[src/rtl/core/sops_pkg.sv]
`timescale 1ns / 1ps
// ----------------------------------------------------------------------------
// sops_pkg
// Shared types and codes for the sparse offset predecessor search.
// ----------------------------------------------------------------------------
package sops_pkg;

	localparam int COUNT_W = 11;
	localparam int INDEX_W = 10;
	localparam int PORT_OFFSET_W = 32;

	localparam logic OP_WRITE = 1'b0;
	localparam logic OP_QUERY = 1'b1;

	// controller -> datapath
	typedef struct packed {
		logic wr;          // store one table entry
		logic load;        // open a query: bounds, target, best
		logic step;        // latch midpoint, read it
		logic eval_mid;    // judge midpoint read data
		logic eval_probe;  // judge leftward probe read data
		logic emit;        // register the result
	} cmd_t;

	// datapath -> controller
	typedef struct packed {
		logic more;        // lo < hi + 1
		logic rd_valid;    // entry just read has its valid mark
		logic mid_at_lo;   // midpoint sits on the low bound
		logic pos_at_lo;   // probe position sits on the low bound
	} status_t;

endpackage

[src/rtl/core/sops_ctrl.sv]
`timescale 1ns / 1ps
// ----------------------------------------------------------------------------
// sops_ctrl
// Sequencer for table writes and the binary search with leftward probing.
// ----------------------------------------------------------------------------
module sops_ctrl (
	input  logic              clk,
	input  logic              arst_n,
	input  logic              start,
	input  logic              op,
	input  sops_pkg::status_t st,
	output sops_pkg::cmd_t    cmd,
	output logic              busy,
	output logic              done
);

	localparam logic [1:0] S_IDLE  = 2'd0;
	localparam logic [1:0] S_CHECK = 2'd1;
	localparam logic [1:0] S_MID   = 2'd2;
	localparam logic [1:0] S_PROBE = 2'd3;

	logic [1:0] state_q;
	logic [1:0] state_d;
	logic       done_q;

	always_comb begin
		cmd            = '0;
		cmd.wr         = (state_q == S_IDLE) && start && (op == sops_pkg::OP_WRITE);
		cmd.load       = (state_q == S_IDLE) && start && (op == sops_pkg::OP_QUERY);
		cmd.step       = (state_q == S_CHECK) && st.more;
		cmd.emit       = (state_q == S_CHECK) && !st.more;
		cmd.eval_mid   = (state_q == S_MID);
		cmd.eval_probe = (state_q == S_PROBE);
	end

	always_comb begin
		state_d = state_q;
		case (state_q)
			S_IDLE: begin
				if (cmd.load)
					state_d = S_CHECK;
			end
			S_CHECK: begin
				state_d = st.more ? S_MID : S_IDLE;
			end
			S_MID: begin
				state_d = (st.rd_valid || st.mid_at_lo) ? S_CHECK : S_PROBE;
			end
			S_PROBE: begin
				state_d = (st.rd_valid || st.pos_at_lo) ? S_CHECK : S_PROBE;
			end
			default: begin
				state_d = S_IDLE;
			end
		endcase
	end

	always_ff @(posedge clk or negedge arst_n) begin
		if (!arst_n) begin
			state_q <= S_IDLE;
			done_q  <= 1'b0;
		end else begin
			state_q <= state_d;
			done_q  <= cmd.emit;
		end
	end

	assign busy = (state_q != S_IDLE);
	assign done = done_q;

endmodule

[config.mk]
export PLATFORM = sky130hd
export DESIGN_NAME = sops_ctrl
export DESIGN_NICKNAME = d
export VERILOG_FILES = /design/src/rtl/core/sops_pkg.sv /design/src/rtl/core/sops_ctrl.sv
export SDC_FILE = /design/constraint.sdc
export NUM_CORES = 1
export LEC_CHECK = 0
export ABC_AREA = 0
export BUFFER_PORTS_ARGS = -buffer_cell sky130_fd_sc_hd__buf_2
export CAP_MARGIN = 15
export CORE_AREA = 2 2 39 41
export DETAILED_ROUTE_END_ITERATION = 16
export DIE_AREA = 0 0 41 43
export PLACE_DENSITY = 0.32
export SYNTH_ARGS = -nofsm -noshare
export SYNTH_HDL_FRONTEND = slang
export SYNTH_SLANG_ARGS = --single-unit
[constraint.sdc]
create_clock -name clk -period 1.8 [get_ports clk]
set_input_delay 0.09 -clock clk [delete_from_list [all_inputs] [get_ports clk]]
set_output_delay 0.09 -clock clk [all_outputs]
set_load 0.05 [all_outputs]
# Word level (Yosys, flattened, before mapping)
# Index checks and enable logic that the tools add are counted.
[word_totals]
register_bits = 3
input_bits = 8
out_inout_bits = 8
wordCells = 22
[op_classes]
eq_ne = 4
muxes = 5
n_bitwise = 1
n_reduce_logical = 10
[op_table]
columns = ["op", "count"]
rows = [
  ["2-bit 2-to-1 mux", 4],
  ["2-bit one-hot mux with 4 select lines", 1],
  ["1-bit logical AND", 5],
  ["2-bit == test (second input constant)", 2],
  ["2-bit by 1-bit == test with 1-bit output (second input constant)", 1],
  ["2-bit zero test", 1],
  ["1-bit logical OR", 2],
  ["2-bit != test (second input constant)", 1],
  ["2-bit nonzero test", 1],
  ["1-bit zero test", 1],
  ["1-bit NOT", 1],
]

# Longest topological paths before layout
[depth]
ltp_word = 5
mapped_depth = 2
ltp_nobuf = 2

# Least setup slack after synthesis
# No wires, ideal clock.
[synth_path]
path_type = "flip-flop to flip-flop"
startpoint = "register state_q[1]"
endpoint = "register done_q, in the netlist done"
setup_ns = 0.252
t_arrival_ns = 1.615
required_time_ns = 1.548
setup_slack_ns = -0.066
stages_incl_launch_ff = 2
n_path_buf = 0
period_less_slack_ns = 1.866
path_cell_list = "dfrtp_1 nor3b_1"
[synth_lines]
columns = ["item", "line_no", "rtl"]
rows = [
  ["from (decl)", "sops_ctrl.sv:22", "logic [1:0] state_q;"],
  ["from (signal assigned)", "sops_ctrl.sv:63", "state_q <= state_d;"],
  ["to (signal assigned)", "sops_ctrl.sv:64", "done_q <= cmd.emit;"],
  ["to (decl)", "sops_ctrl.sv:24", "logic done_q;"],
]

==> summary.md <==
| Metric | Value |
|---|---|
| Crit path DAT | `1.36 ns` |
| Routability cong. | `0.577` |
| Leak | `0.168 nW` |
| CTS H-Tree Depth | `1` |
| Tot Pwr | `0.427 mW` |
| Worst Path Required | `about 1.7 ns` |
| Flip-flop and latch count after synthesis | `3` |
| TNS Setup | `0 ns` |
| Floorplan row count | `14` |
| Worst r2r dst | `state_q[1]$_DFFE_PN0P_` |
| Final period util | `between 80% and 90%` |
| Area used by multi-input combinational logic | `88.8 um^2` |
| M2 GR Usage | `8.13%` |
| Total Wirelength | `between 400 and 500 um` |
| Setup crit end kind | `output pin` |
| Met3 usage | `5.24%` |
| Final min period | `about 1.5 ns` |
| Vias/cell | `3.69` |
| Nets | `44` |
| Root buf cell | `clkbuf_4` |
| CP startpoint kind | `flip-flop` |
| # port buffers | `15` |
| Fmax | `688 MHz` |
| Ant diodes | `0` |
| Top-area cell type share of the netlist area | `47.2%` |
| Max-cap violations | `0` |
| CTS Hold Bufs | `1` |
| Top Usage Layer GRT | `met2` |
| Worst hold stages | `2` |
| Total congestion overflow | `0` |
| Post-route DRC | `0` |
| Hold Startpoint | `st[3]` |
| Setup Slack @ Placement | `0.585 ns` |
| Core Area | `1380 um^2` |
| Setup Crit Path Kind | `flip-flop to output pin` |
| Met1 GRT Util | `6.43%` |
| First-pass GRT wire length | `717 um` |
| Yosys top cell by area | `dfrtp_1` |
| Worst skew pair latency | `0.23 ns` |
| Reg2Reg Setup Slack | `0.80 ns` |
| Syn. warnings | `0` |
| Final setup margin | `~0.35 ns` |
| Gr usage total | `6.53%` |
| Horiz. Die Dim | `slightly above 40 um` |
| Initial drt markers | `0` |
| Final number of max-transition violations | `0` |
| Reg2Reg Depth | `2` |
| Vias in the first global route | `183` |
| Register area share after synthesis | `47.2%` |
| Vias post-DR | `188` |
| Fraction of layout instances using a drive strength above 1 | `a little under three fifths` |
| Total power per unit cell area | `1450 nW/um^2` |
| Worst-Margin Slew | `0.260 ns` |
| Final setup fails | `0` |
| Area post-placement | `259 um^2` |
| Most area-consuming cells after synthesis | `dfrtp_1, nor3b_2, a211o_1` |
| Seq. cell area | `75.1 um^2` |
| Final Hold Slack | `0.0504 ns` |
| Worst Hold End | `done$_DFF_PN0_` |
| Fillcell total | `154` |
| CTS buffer count | `3` |
| Syn_nets | `23` |
| DR pass1 iterations | `1` |
| Area Growth Syn to Fin | `85.8%` |
| Unrepaired setup endpoints after global routing | `no` |
| Mapped Area | `159 um^2` |
| Maximum vdd ir drop | `0.331 mV` |
| Post-cts resize count | `0` |
| CP Max Fanout | `7` |
| Post-CTS Setup Inserts | `0` |
| Syn_area_per_cell | `10.6 um^2` |
| Worst min-delay path class | `input port to flip-flop` |
| IO Pins | `16` |
| Reg clk slew, reported paths | `0.04 ns` |
| Largest net degree at the start of global routing | `8` |
| Post-synthesis cell count | `15` |
| Netlist cell types | `12` |
| Max transition margin | `between 80% and 90%` |
| Outcome | `finished clean` |
| TritonCTS clock tree | `done` |
| Remaining antenna violation count after routing | `0` |
| Die Ht | `43 um` |
| Maximum clock insertion buffer count | `2` |
| Final Cell Area | `295 um^2` |
| Routed WL per cell | `8.92 um` |
| Fin. Hold Viols | `0` |
| Post-DP HPWL | `~350 um` |
| Antenna violations before repair | `0` |
| Die area | `1760 um^2` |
| Clock Sinks | `3` |
| Setup Skew | `0.000989 ns` |
| Worst r2r src | `state_q[0]$_DFFE_PN0P_` |
| Initial Utilization | `11.5%` |
cell usage after synthesis:
| master | instances |
|---|---|
| a211o_1 | 1 |
| and2_1 | 1 |
| and3b_1 | 1 |
| dfrtp_1 | 3 |
| nand2_1 | 1 |
| nor2_1 | 2 |
| nor2b_1 | 1 |
| nor3b_1 | 1 |
| nor3b_2 | 1 |
| nor4b_1 | 1 |
| o21bai_1 | 1 |
| or2_1 | 1 |
area by class of cell:
class                           count  area share, %
Sequential cell                     3           25.4
Tap cell                           16           6.78
Timing Repair Buffer               16           28.8
Clock buffer                        4           8.90
Multi-Input combinational cell     12           30.1
stage by stage:
stage	util (%)	instances
3_3_place_gp	18.7	46
6_report	21.3	51
3_5_place_dp	18.7	46
4_1_cts	21.3	51
2_1_floorplan	-	15
5_1_grt	21.3	51
worst max-delay path by stage:
stage / start / end / slack, ns / depth (start not counted)
3_3_place_gp: state_q[0]$_DFFE_PN0P_ / cmd[5] / 0.59 / 3
2_1_floorplan: state_q[0]$_DFFE_PN0P_ / cmd[4] / 0.12 / 2
4_1_cts: state_q[0]$_DFFE_PN0P_ / cmd[5] / 0.33 / 3
6_report: state_q[0]$_DFFE_PN0P_ / cmd[5] / 0.35 / 3
3_5_place_dp: state_q[0]$_DFFE_PN0P_ / cmd[5] / 0.59 / 3
5_1_grt: state_q[0]$_DFFE_PN0P_ / cmd[5] / 0.29 / 3
registers in the layout, summed over array words and instances (netlist names):
register,count
done,1
state_q,2
logic make-up (layout without fill, tap and decap cells):
logic type | after synthesis | count (layout) | synth area share (%)
AO/OA/AOI/OAI | 2 | 2 | 10.2
flip-flops | 3 | 3 | 47.2
buffers and inverters | 0 | 20 | 0
AND/OR/NAND/NOR | 10 | 10 | 42.5
where the power goes:
group | leakage [nW] | switching, mW | internal, mW | total (mW)
logic | 0.114 | 0.153 | 0.0551 | 0.208
clock network | 0.0150 | 0.0341 | 0.0830 | 0.117
registers | 0.0393 | 0.0192 | 0.0828 | 0.102
total | 0.168 | 0.206 | 0.221 | 0.427
routing by layer:
layer / vias up / part of all wire, %
li1: 93 / -
met1: 85 / 44
met2: 10 / 44
met3: 0 / 12
met4: 0 / 0
met5: - / 0
placed cells by master (no fill, tap or decap), drive strengths merged:
cell type,n
nor3b,2
a211o,1
nor2b,1
nand2,1
o21bai,1
or2,1
dlygate4sd3,1
and3b,1
clkbuf,4
buf,15
and2,1
nor2,2
nor4b,1
dfrtp,3
critical path, cell delays in order, from the launching register on:
cell	delay [ns]
dfrtp_1	0.43
or2_1	0.28
nor3b_2	0.15
buf_2	0.27
(Power assumes the default switching activity.)
